===== config.mk =====
export PLATFORM = sky130hd
export DESIGN_NAME = ics_session_state_tracker
export DESIGN_NICKNAME = d
export VERILOG_FILES = /design/src/icssst_pkg.sv /design/src/icssst_ram.sv /design/src/ics_session_state_tracker.sv
export SDC_FILE = /design/constraint.sdc
export NUM_CORES = 2
export LEC_CHECK = 0
export BUFFER_PORTS_ARGS = -buffer_cell sky130_fd_sc_hd__clkbuf_2
export CAP_MARGIN = 20
export CORE_ASPECT_RATIO = 0.6
export CORE_UTILIZATION = 56
export DETAILED_ROUTE_END_ITERATION = 8
export GPL_TIMING_DRIVEN = 0
export MAX_ROUTING_LAYER = met4
export PLACE_DENSITY = 0.83
export SKIP_LAST_GASP = 1
export SLEW_MARGIN = 10
export SYNTH_ARGS = -nofsm -noshare
export SYNTH_HDL_FRONTEND = slang
export SYNTH_SLANG_ARGS = --single-unit

===== constraint.sdc =====
create_clock -name i_clk -period 13.9 [get_ports i_clk]
set_input_delay 0.695 -clock i_clk [delete_from_list [all_inputs] [get_ports i_clk]]
set_output_delay 0.695 -clock i_clk [all_outputs]
set_load 0.03 [all_outputs]

===== src/icssst_pkg.sv =====
// Package for the ICS session state tracker.
// Holds the item and result types and the state and event codes.
// No dependencies.
`timescale 1ns / 1ps
`default_nettype none

package icssst_pkg;

    localparam logic [3:0] ST_INIT          = 4'd0;
    localparam logic [3:0] ST_CONNECTING    = 4'd1;
    localparam logic [3:0] ST_ESTABLISHED   = 4'd2;
    localparam logic [3:0] ST_AUTHENTICATED = 4'd3;
    localparam logic [3:0] ST_DATA_EXCHANGE = 4'd4;
    localparam logic [3:0] ST_CLOSING       = 4'd5;
    localparam logic [3:0] ST_CLOSED        = 4'd6;
    localparam logic [3:0] ST_ERROR         = 4'd7;
    localparam logic [3:0] ST_TIMEOUT       = 4'd8;

    localparam logic [3:0] EV_CONN_REQ   = 4'd0;
    localparam logic [3:0] EV_CONN_ACC   = 4'd1;
    localparam logic [3:0] EV_CONN_REJ   = 4'd2;
    localparam logic [3:0] EV_AUTH_REQ   = 4'd3;
    localparam logic [3:0] EV_AUTH_OK    = 4'd4;
    localparam logic [3:0] EV_AUTH_FAIL  = 4'd5;
    localparam logic [3:0] EV_DATA_REQ   = 4'd6;
    localparam logic [3:0] EV_DATA_RSP   = 4'd7;
    localparam logic [3:0] EV_DATA_ERR   = 4'd8;
    localparam logic [3:0] EV_KEEPALIVE  = 4'd9;
    localparam logic [3:0] EV_CLOSE_REQ  = 4'd10;
    localparam logic [3:0] EV_CLOSE_DONE = 4'd11;
    localparam logic [3:0] EV_VIOLATION  = 4'd12;
    localparam logic [3:0] EV_TIMEOUT    = 4'd13;
    localparam logic [3:0] EV_UNEXPECTED = 4'd14;

    localparam logic [2:0] MODE_DIRECT   = 3'd0;
    localparam logic [2:0] MODE_DEFAULT  = 3'd1;
    localparam logic [2:0] MODE_MODBUS   = 3'd2;
    localparam logic [2:0] MODE_S7       = 3'd3;
    localparam logic [2:0] MODE_ENIP     = 3'd4;
    localparam logic [2:0] MODE_PROFINET = 3'd5;
    localparam logic [2:0] MODE_CLEAR    = 3'd6;

    localparam logic [15:0] PROFINET_FRAME_TYPE = 16'h9288;

    typedef struct packed {
        logic [2:0]  mode;
        logic [7:0]  flow_index;
        logic [3:0]  event_code;
        logic [63:0] head_low;
        logic [31:0] head_high;
        logic [15:0] payload_length;
        logic        payload_found;
        logic [15:0] frame_type;
    } t_in_beat;

    typedef struct packed {
        logic [3:0] state_after;
        logic [3:0] event_seen;
        logic       state_changed;
        logic       pair_valid;
        logic       is_terminal;
        logic       is_active;
    } t_out_beat;

    typedef struct packed {
        logic       hit;
        logic [3:0] to;
    } t_arc;

endpackage

`default_nettype wire


===== src/icssst_ram.sv =====
// Generic single-write, single-read RAM with registered read data.
// No dependencies.
`timescale 1ns / 1ps
`default_nettype none

module icssst_ram #(
    parameter int WIDTH = 4,
    parameter int DEPTH = 256,
    localparam int AW = (DEPTH > 1) ? $clog2(DEPTH) : 1
) (
    input  wire logic             i_clk,
    input  wire logic             i_we,
    input  wire logic [AW-1:0]    i_waddr,
    input  wire logic [WIDTH-1:0] i_wdata,
    input  wire logic             i_re,
    input  wire logic [AW-1:0]    i_raddr,
    output logic      [WIDTH-1:0] o_rdata
);

    logic [WIDTH-1:0] r_mem [DEPTH];
    logic [WIDTH-1:0] r_rdata;

    always_ff @(posedge i_clk) begin
        if (i_we) begin
            r_mem[i_waddr] <= i_wdata;
        end
        if (i_re) begin
            r_rdata <= r_mem[i_raddr];
        end
    end

    assign o_rdata = r_rdata;

endmodule

`default_nettype wire


===== src/ics_session_state_tracker.sv =====
// Top level of the ICS session state tracker.
// Depends on icssst_pkg and icssst_ram.
`timescale 1ns / 1ps
`default_nettype none

// Tracks a session state per flow, one beat per cycle while the output side
// keeps up, through a stage register and an output register. The state table
// sits in a RAM with a registered read port: the read is issued as the beat
// is accepted, the update is written back as it leaves the stage, and the
// last write is forwarded so back-to-back beats on one flow see fresh state.
// Per-entry valid bits return every flow to INIT at reset at once, with no
// clearing pass. A beat naming a flow at or beyond FLOW_COUNT gives all zeros.
module ics_session_state_tracker
    import icssst_pkg::*;
#(
    parameter int FLOW_COUNT = 256
) (
    input  wire logic      i_clk,
    input  wire logic      i_rst_n,
    input  wire logic      i_in_valid,
    output logic           o_in_ready,
    input  wire t_in_beat  i_in,
    output logic           o_out_valid,
    input  wire logic      i_out_ready,
    output t_out_beat      o_out
);

    localparam int DEPTH = (FLOW_COUNT < 256) ? FLOW_COUNT : 256;
    localparam int AW = (DEPTH > 1) ? $clog2(DEPTH) : 1;
    localparam logic [8:0] FLOW_LIMIT = 9'(DEPTH);

    function automatic t_arc arc_lookup(input logic [3:0] st, input logic [3:0] ev);
        t_arc a;
        a.hit = 1'b1;
        a.to  = ST_ERROR;
        unique case (st)
            ST_INIT: begin
                unique case (ev)
                    EV_CONN_REQ:  a.to = ST_CONNECTING;
                    EV_VIOLATION: a.to = ST_ERROR;
                    default:      a.hit = 1'b0;
                endcase
            end
            ST_CONNECTING: begin
                unique case (ev)
                    EV_CONN_ACC:  a.to = ST_ESTABLISHED;
                    EV_CONN_REJ:  a.to = ST_ERROR;
                    EV_TIMEOUT:   a.to = ST_TIMEOUT;
                    EV_VIOLATION: a.to = ST_ERROR;
                    default:      a.hit = 1'b0;
                endcase
            end
            ST_ESTABLISHED: begin
                unique case (ev)
                    EV_AUTH_REQ:  a.to = ST_ESTABLISHED;
                    EV_AUTH_OK:   a.to = ST_AUTHENTICATED;
                    EV_AUTH_FAIL: a.to = ST_ERROR;
                    EV_DATA_REQ:  a.to = ST_DATA_EXCHANGE;
                    EV_DATA_RSP:  a.to = ST_DATA_EXCHANGE;
                    EV_KEEPALIVE: a.to = ST_ESTABLISHED;
                    EV_CLOSE_REQ: a.to = ST_CLOSING;
                    EV_TIMEOUT:   a.to = ST_TIMEOUT;
                    EV_VIOLATION: a.to = ST_ERROR;
                    default:      a.hit = 1'b0;
                endcase
            end
            ST_AUTHENTICATED: begin
                unique case (ev)
                    EV_DATA_REQ:  a.to = ST_DATA_EXCHANGE;
                    EV_DATA_RSP:  a.to = ST_DATA_EXCHANGE;
                    EV_KEEPALIVE: a.to = ST_AUTHENTICATED;
                    EV_CLOSE_REQ: a.to = ST_CLOSING;
                    EV_TIMEOUT:   a.to = ST_TIMEOUT;
                    EV_VIOLATION: a.to = ST_ERROR;
                    default:      a.hit = 1'b0;
                endcase
            end
            ST_DATA_EXCHANGE: begin
                unique case (ev)
                    EV_DATA_REQ:  a.to = ST_DATA_EXCHANGE;
                    EV_DATA_RSP:  a.to = ST_DATA_EXCHANGE;
                    EV_DATA_ERR:  a.to = ST_DATA_EXCHANGE;
                    EV_KEEPALIVE: a.to = ST_DATA_EXCHANGE;
                    EV_CLOSE_REQ: a.to = ST_CLOSING;
                    EV_TIMEOUT:   a.to = ST_TIMEOUT;
                    EV_VIOLATION: a.to = ST_ERROR;
                    default:      a.hit = 1'b0;
                endcase
            end
            ST_CLOSING: begin
                unique case (ev)
                    EV_CLOSE_DONE: a.to = ST_CLOSED;
                    EV_TIMEOUT:    a.to = ST_CLOSED;
                    EV_VIOLATION:  a.to = ST_ERROR;
                    default:       a.hit = 1'b0;
                endcase
            end
            default: a.hit = 1'b0;
        endcase
        return a;
    endfunction

    function automatic logic [3:0] classify(input t_in_beat b, input logic [3:0] st);
        logic [3:0]  ev;
        logic [15:0] len;
        logic [7:0]  b5;
        logic [15:0] cmd;
        logic [31:0] handle;
        logic [31:0] status;
        logic [15:0] fid;
        logic [7:0]  svc;
        len    = b.payload_length;
        b5     = b.head_low[47:40];
        cmd    = b.head_low[15:0];
        handle = b.head_low[63:32];
        status = b.head_high;
        fid    = {b.head_low[7:0], b.head_low[15:8]};
        svc    = b.head_low[23:16];
        ev     = EV_UNEXPECTED;
        unique case (b.mode)
            MODE_MODBUS: begin
                if (len < 16'd8) begin
                    ev = EV_VIOLATION;
                end else if (b.head_low[63]) begin
                    ev = EV_DATA_ERR;
                end else if (st == ST_INIT || st == ST_CONNECTING) begin
                    ev = EV_CONN_ACC;
                end else begin
                    ev = EV_DATA_REQ;
                end
            end
            MODE_S7: begin
                if (len < 16'd10) begin
                    ev = EV_VIOLATION;
                end else if (b5 == 8'hE0) begin
                    ev = EV_CONN_REQ;
                end else if (b5 == 8'hD0) begin
                    ev = EV_CONN_ACC;
                end else if (b5 == 8'hF0) begin
                    if (len < 16'd12) begin
                        ev = EV_VIOLATION;
                    end else if (b.head_high[7:0] == 8'h01) begin
                        ev = EV_DATA_REQ;
                    end else if (b.head_high[7:0] == 8'h03) begin
                        ev = EV_DATA_RSP;
                    end else begin
                        ev = EV_UNEXPECTED;
                    end
                end else if (b5 == 8'h80) begin
                    ev = EV_CLOSE_REQ;
                end else begin
                    ev = EV_UNEXPECTED;
                end
            end
            MODE_ENIP: begin
                if (!b.payload_found || len < 16'd24) begin
                    ev = EV_VIOLATION;
                end else if (cmd == 16'h0065) begin
                    if (handle == 32'd0) begin
                        ev = EV_CONN_REQ;
                    end else begin
                        ev = (status == 32'd0) ? EV_CONN_ACC : EV_CONN_REJ;
                    end
                end else if (cmd == 16'h0066) begin
                    ev = EV_CLOSE_REQ;
                end else if (cmd == 16'h006F) begin
                    ev = (status != 32'd0) ? EV_DATA_ERR : EV_DATA_REQ;
                end else if (cmd == 16'h0004 || cmd == 16'h0063) begin
                    ev = EV_DATA_REQ;
                end else begin
                    ev = EV_UNEXPECTED;
                end
            end
            MODE_PROFINET: begin
                if (b.frame_type != PROFINET_FRAME_TYPE || len < 16'd4) begin
                    ev = EV_VIOLATION;
                end else if (fid >= 16'hFEFC && fid <= 16'hFEFF
                             && (svc == 8'h03 || svc == 8'h04 || svc == 8'h05)) begin
                    ev = EV_DATA_REQ;
                end else if (fid >= 16'hC000 && fid <= 16'hFAFF) begin
                    ev = EV_DATA_REQ;
                end else if (st == ST_INIT) begin
                    ev = EV_CONN_ACC;
                end else begin
                    ev = EV_DATA_REQ;
                end
            end
            default: begin
                if (st == ST_INIT) begin
                    ev = EV_CONN_REQ;
                end else if (st == ST_CONNECTING) begin
                    ev = EV_CONN_ACC;
                end else if (st == ST_ESTABLISHED || st == ST_AUTHENTICATED
                             || st == ST_DATA_EXCHANGE) begin
                    ev = EV_DATA_REQ;
                end else begin
                    ev = EV_UNEXPECTED;
                end
            end
        endcase
        return ev;
    endfunction

    logic             r_s1_valid;
    t_in_beat         r_s1;
    logic [DEPTH-1:0] r_vbit;
    logic             r_fwd_valid;
    logic [AW-1:0]    r_fwd_idx;
    logic [3:0]       r_fwd_state;
    logic             r_out_valid;
    t_out_beat        r_out;

    logic             in_accept;
    logic             s1_adv;
    logic [AW-1:0]    s1_addr;
    logic             s1_in_range;
    logic [3:0]       ram_rdata;
    logic [3:0]       old_state;
    logic [3:0]       n_state;
    logic [3:0]       ev;
    logic             pair_ok;
    t_arc             arc;
    logic             s1_write;
    t_out_beat        n_out;

    assign s1_adv     = r_s1_valid && (!r_out_valid || i_out_ready);
    assign o_in_ready = !r_s1_valid || s1_adv;
    assign in_accept  = i_in_valid && o_in_ready;

    assign s1_addr     = r_s1.flow_index[AW-1:0];
    assign s1_in_range = {1'b0, r_s1.flow_index} < FLOW_LIMIT;

    icssst_ram #(
        .WIDTH (4),
        .DEPTH (DEPTH)
    ) u_state_ram (
        .i_clk   (i_clk),
        .i_we    (s1_write),
        .i_waddr (s1_addr),
        .i_wdata (n_state),
        .i_re    (in_accept),
        .i_raddr (i_in.flow_index[AW-1:0]),
        .o_rdata (ram_rdata)
    );

    always_comb begin
        priority if (r_fwd_valid && r_fwd_idx == s1_addr) begin
            old_state = r_fwd_state;
        end else if (r_vbit[s1_addr]) begin
            old_state = ram_rdata;
        end else begin
            old_state = ST_INIT;
        end

        ev      = 4'd0;
        pair_ok = 1'b0;
        n_state = old_state;
        arc     = '0;
        unique case (r_s1.mode)
            MODE_DIRECT: begin
                ev      = r_s1.event_code;
                arc     = arc_lookup(old_state, ev);
                pair_ok = arc.hit;
                n_state = arc.hit ? arc.to : old_state;
            end
            MODE_DEFAULT, MODE_MODBUS, MODE_S7, MODE_ENIP, MODE_PROFINET: begin
                ev      = classify(r_s1, old_state);
                arc     = arc_lookup(old_state, ev);
                pair_ok = arc.hit;
                n_state = arc.hit ? arc.to : ST_ERROR;
            end
            MODE_CLEAR: begin
                n_state = ST_INIT;
            end
            default: begin
                n_state = old_state;
            end
        endcase

        if (s1_in_range) begin
            n_out.state_after   = n_state;
            n_out.event_seen    = ev;
            n_out.state_changed = n_state != old_state;
            n_out.pair_valid    = pair_ok;
            n_out.is_terminal   = n_state == ST_CLOSED || n_state == ST_ERROR
                                  || n_state == ST_TIMEOUT;
            n_out.is_active     = n_state == ST_DATA_EXCHANGE
                                  || n_state == ST_AUTHENTICATED;
        end else begin
            n_out = '0;
        end

        s1_write = s1_adv && s1_in_range;
    end

    always_ff @(posedge i_clk) begin
        if (!i_rst_n) begin
            r_s1_valid  <= 1'b0;
            r_vbit      <= '0;
            r_fwd_valid <= 1'b0;
            r_out_valid <= 1'b0;
        end else begin
            if (in_accept) begin
                r_s1_valid <= 1'b1;
            end else if (s1_adv) begin
                r_s1_valid <= 1'b0;
            end
            if (s1_write) begin
                r_vbit[s1_addr] <= 1'b1;
                r_fwd_valid     <= 1'b1;
            end
            if (s1_adv) begin
                r_out_valid <= 1'b1;
            end else if (i_out_ready) begin
                r_out_valid <= 1'b0;
            end
        end
        if (in_accept) begin
            r_s1 <= i_in;
        end
        if (s1_write) begin
            r_fwd_idx   <= s1_addr;
            r_fwd_state <= n_state;
        end
        if (s1_adv) begin
            r_out <= n_out;
        end
    end

    assign o_out_valid = r_out_valid;
    assign o_out       = r_out;

`ifndef SYNTHESIS
    a_flags_exclusive: assert property (@(posedge i_clk) disable iff (!i_rst_n)
        o_out_valid |-> !(o_out.is_terminal && o_out.is_active))
        else $error("terminal and active flags both set");

    a_invalid_change: assert property (@(posedge i_clk) disable iff (!i_rst_n)
        (o_out_valid && !o_out.pair_valid && o_out.state_changed)
        |-> (o_out.state_after == ST_ERROR || o_out.state_after == ST_INIT))
        else $error("state changed without a table pair to a state other than error or init");

    a_stage_advance: assert property (@(posedge i_clk) disable iff (!i_rst_n)
        (r_s1_valid && !r_out_valid) |=> o_out_valid)
        else $error("stage beat did not reach the output register");

    a_reset_empty: assert property (@(posedge i_clk)
        !i_rst_n |=> !o_out_valid)
        else $error("output valid after reset");
`endif

endmodule

`default_nettype wire


---- Word-level counts from Yosys, hierarchy flattened ----
Memories as Yosys holds them, arrays and structs flattened. A register that Yosys moved wholly into a read port is not among the register bits.
Index checks and enable logic that the tools add are counted.
Widths: inputs -> output; s select.
word-level totals
  logic and storage cells ................. 219
  bits in registers ....................... 423
  memory bits (writable) .................. 1024
  input port bits ......................... 148
  memories ................................ 1
  output and inout bits ................... 14
memories
  name               depth  bits a word  rd ports  clocked after Yosys merged registers in  wr ports  RTL line          source
  u_state_ram.r_mem  256    4            1         1                                        1         icssst_ram.sv:20  logic [WIDTH-1:0] r_mem [DEPTH];
cells by class
  bitwise gates (word level) .............. 1
  magnitude comparators ................... 11
  multiplexer cells ....................... 75
  equal/unequal tests ..................... 59
  reductions and logical operators ........ 53
operators by type and width
  kind                  count
  $or 256x256->256      1
  $mux 4                24
  $eq 16x7->1 const B   4
  $logic_not 32->1      2
  $eq 4x3->1 const B    13
  $eq 4x4->1 const B    13
  $lt 16x4->1 const B   3
  $pmux 4 s4            3
  $pmux 4 s6            2
  $pmux 4 s5            2
  $pmux 4 s3            3
  $eq 8x8->1 const B    4
  $ge 16x16->1 const B  2
  $le 16x16->1 const B  2
  $reduce_bool 32->1    1
  $eq 4x2->1 const B    7
  $mux 1                24
  $pmux 4 s2            3
  $mux 3                7
  $reduce_or 9->1       2
  $eq 16x3->1 const B   1
  $eq 8x2->1 const B    2
  $eq 8x3->1 const B    2
  $lt 16x3->1 const B   1
  28 further kinds      71

---- Longest topological paths before layout ----
  depth in word-level cells ............... 22
  depth in mapped cells ................... 24
  depth with buffers taken out ............ 16

---- Modules after synthesis ----
From an unflattened synthesis, not the netlist that was laid out.
second synthesis, totals
  cell total of the unflattened synthesis .. 3709
  area total of the unflattened synthesis .. 58630.0 µm²
by module, submodules not included
  module                     times used  area an instance (µm²)  cells each  sequential area each (µm²)
  icssst_ram                 1           40715.3                 2051        30869.6
  ics_session_state_tracker  1           17914.7                 1658        9839.4

---- Least setup slack after synthesis ----
Ideal clock, no wire load.
  path type ............................... reg2reg
  from .................................... reg r_s1 (netlist bit s1_addr[1])
  to ...................................... reg r_out (netlist bit o_out[11]) (data pin)
  setup slack ............................. -1.114 ns
  arrival ................................. 12.788 ns
  setup time .............................. 2.226 ns
  clock period less this slack ............ 15.014 ns
  buffers on the path ..................... 6
  required time ........................... 11.674 ns
  cell stages (with the launch flop) ...... 16
  cell sequence ........................... edfxtp_1 -> buf_6 -> buf_6 -> buf_6 -> buf_6 -> buf_4 -> buf_2 -> mux2i_1 -> a22oi_1 -> a21oi_1 -> nor4b_1 -> nor2_2 -> nand3_4 -> a22o_2 -> a22oi_1 -> o21ai_0
RTL lines
  what                    RTL line                          source
  start, declared         ics_session_state_tracker.sv:205  t_in_beat r_s1;
  start signal, assigned  ics_session_state_tracker.sv:319  r_s1 <= i_in;
  end signal, assigned    ics_session_state_tracker.sv:326  r_out <= n_out;
  end, declared           ics_session_state_tracker.sv:211  t_out_beat r_out;

==> flow_summary.ini <==
[critical_path]
critical_path_peak_fanout = 21
timing.critical_path.required_ns = 14.47
worstSetupEndpointType = register
path_common_cell = buf_6
cp_num_buf_inv = 9
criticalPathCategory = reg -> reg
critical-path-top-delay-family = buffers and inverters
regToRegStartpoint = s1_addr[3]
reg2reg_slack_ns = 5.82
worstSetupStartpointType = register
crit_chain = buf_2 > clkbuf_1 > buf_2 > mux4_2 > mux4_2 > o22ai_1 > nor3_1 > nor2_2 > nand3_4 > a211oi_2 > buf_2 > nand2b_1 > nor3b_1 > o21ai_0 > o2111a_1 > a21oi_2 > a22oi_2 > buf_6 > buf_6 > buf_6 > buf_6 > buf_6
worst_reg_to_reg_cells = 22
critical_path.reg2reg.endpoint = u_state_ram.r_mem[249][1]
timing.critical_path.arrival_ns = 8.65
slowest_cell_on_the_critical_path = clkbuf_1
max_stage_delay_ns = 0.89

[routing]
route.detailed.drc = 0
first_pass_iters = 9
initialDrtViolationCount = 6029
vias = 33558
vias_per_cell = 6.91
detail_route.wl_per_cell_um = 33.2
postRouteAntennaNets = 0
finalWirelength_um = 161000

[min_path]
hold_end = r_s1[47]
min-delay-start = i_in[47]
hold_depth = 1
worstHoldPathType = in -> reg

[place]
finalWeightedCongestion = 1.01
hpwl_um = 113000
io_buf_count = 151

[logic_synthesis]
ys.warnings.count = 0
synth-edff-count = 1183
synth_cell_type_count = 81
most_common_flop_cell_mapped_by_yosys = edfxtp_1
postSynth.asyncResetShare_pct = 0
synth_fp_nets = 3225
synth.avg_cell_area_sq_um = 18.4
syn-instance-count = 3077
proportion_of_synthesized_chip_area_in_sequential_cells_pct = 72.0
netlist_area_pre_place_sq_um = 56500
synth-seq-cells = 1442

[power_and_ir_drop]
clkPwrFrac_pct = 37.6
worst_ir_drop_vdd_uv = 109
leakage_nw = 20.9
seq_power_share_pct = 53.4
netSwitchingPower_mw = 2.13
power_per_cell_area_nw_per_um2 = 143
combinational_cell_fraction_of_total_power_pct = 9.0
switching_fraction_of_total_power_pct = 23.3
p_int_mw = 7.04

[floorplan]
fp-row-count = 89
area_of_the_die_sq_um = 102000
core_outline_area_sq_um = 99100
initial_standard_cell_utilization_of_the_core_pct = 57.0
die_height_um = 248
top_level_ports = 162
die_width_um = 412

[global_routing]
groute.layer.met1.usage_pct = 44.8
number_of_global_route_vias_before_repair = 31649
grt_max_degree = 136
antenna_found_initial = 5
use_met3_pct = 15.5
grt_usage_pct = 32.3
global_route.peak_usage_layer = met1
overflow = 0
use_met2_pct = 41.5
global_route_wire_length_before_repair_um = 224000

[timing]
fin_hold_ws_ns = 0.119
finalSetupViolations = 0
max_freq_ghz = 0.124
setup_repair_after_global_routing_missed_its_margin = false
final_critical_path_required_period_ns = 8.08
finalClockSkew_ns = 0.0467
setup_total_negative_slack_ns = 0
final_report_max_slew_violation_count = 0
timing.slew.headroom_pct = 8.89
tightestPinTransition_ns = 1.37
final_min_period_over_clock_period_pct = 58.1
hold_viol = 0

[job]
max-cap-violations = 0

[finish]
flow.area_growth_from_synthesis_pct = 13.4
layout-drive-gt1-share_pct = 23.8
layout.nets = 3575
nFillCells = 6341

[cts]
tritoncts = yes
post_cts_resized = 0
cts_max_level = 3
cts.sinks = 1442
insertion_delay_ns = 0.75
cts-hold-fix-buffers = 0
clockBufferDepth = 3
clock-root-buffer = clkbuf_16
clk_transition_reported_paths_ns = 0.07
cts_setup_buffers = 0
cts_inserted_buffers = 119

[outcome]
status = finished, final reports clean
final cells by class:
type / count / area (sq um) / area share (%)
Clock buffer: 173 / 3360 / 5.25
Inverter: 9 / 41.3 / 0.0644
Clock inverter: 53 / 583 / 0.909
Timing Repair Buffer: 229 / 1910 / 2.98
Multi-Input combinational cell: 1443 / 15000 / 23.5
Sequential cell: 1442 / 40700 / 63.5
Antenna cell: 8 / 20.0 / 0.0312
Tap cell: 1319 / 1650 / 2.57
Buffer: 183 / 788 / 1.23
state kept, by name, indices dropped and copies added (netlist names):
| signal | flops |
|---|---|
| r_fwd_idx | 8 |
| u_state_ram.r_mem | 1024 |
| r_fwd_valid | 1 |
| r_vbit | 256 |
| s1_addr | 8 |
| o_out | 12 |
| o_out_valid | 1 |
| r_s1_valid | 1 |
| u_state_ram.o_rdata | 4 |
| r_s1 | 127 |
how the worst max path moves through the flow:
stage	from	end	slack (ns)	depth (start not counted)
2_1_floorplan	s1_addr[1]	o_out[8]	1.52	21
3_3_place_gp	s1_addr[3]	u_state_ram.r_mem[120][0]	-8.55	17
3_5_place_dp	s1_addr[3]	u_state_ram.r_mem[250][1]	6.31	22
4_1_cts	s1_addr[3]	u_state_ram.r_mem[249][1]	6.33	22
5_1_grt	s1_addr[3]	u_state_ram.r_mem[249][1]	5.78	22
6_report	s1_addr[3]	u_state_ram.r_mem[249][1]	5.82	22
cell usage after synthesis, types with 25 or more instances:
master / number / area [sq um]
edfxtp_1: 1183 / 35500
nand3_1: 37 / 185
nor2_1: 295 / 1110
dfxtp_1: 259 / 5180
o21ai_0: 25 / 125
nand2_1: 65 / 244
a22oi_1: 40 / 300
nor4_1: 26 / 163
a21oi_1: 31 / 155
o21a_1: 262 / 1970
mux2i_1: 81 / 811
mux4_2: 368 / 8290
buf_1: 30 / 113
clkbuf_1: 128 / 480
cell families after synthesis:
logic type	share of synthesized area, %
xor+xnor	0.170
buf+inv	1.44
compound gates	5.86
simple gates	4.34
flops	72.0
mux	16.2
layout by cell type, fill, tap and decap left out, drive strengths merged, types with 33 or more instances in the layout:
| cell type | synthesis | final |
|---|---|---|
| edfxtp | 1183 | 1183 |
| clkinv | 0 | 33 |
| nand2 | 65 | 65 |
| clkbuf | 128 | 453 |
| mux4 | 368 | 368 |
| o21a | 262 | 262 |
| nand3 | 38 | 38 |
| dfxtp | 259 | 259 |
| mux2i | 81 | 81 |
| buf | 55 | 132 |
| a22oi | 41 | 41 |
| nor2 | 297 | 297 |
power groups by stage:
stage	Combinational (mW)	Clock, mW	Sequential, mW
final	0.828	3.44	4.90
after global routing	0.850	3.59	4.90
after CTS	0.789	3.44	4.90
after detailed placement	0.784	0	4.99
after global placement	0.671	0	5.14
after floorplan	0.399	0	5.07
metal layers:
layer | up-vias | wire (um)
met4 | 0 | 5920
met1 | 17069 | 59800
met5 | - | 0
li1 | 13129 | -
met3 | 422 | 29600
met2 | 2938 | 65900
through the flow:
step / total power [mW] / cell area (sq um) / instances / worst slack (ns) / util, %
finish: 9.17 / 64100 / 4859 / 5.82 / 64.7
CTS: 9.12 / 63800 / 4831 / 6.33 / 64.4
global placement: 5.81 / 58900 / 4547 / -8.55 / 59.5
floorplan: 5.46 / 56500 / 3077 / 1.52 / -
detailed placement: 5.78 / 59900 / 4605 / 6.31 / 60.4
global route: 9.34 / 64100 / 4858 / 5.78 / 64.7
No activity file was read; power rests on OpenSTA's default activity.
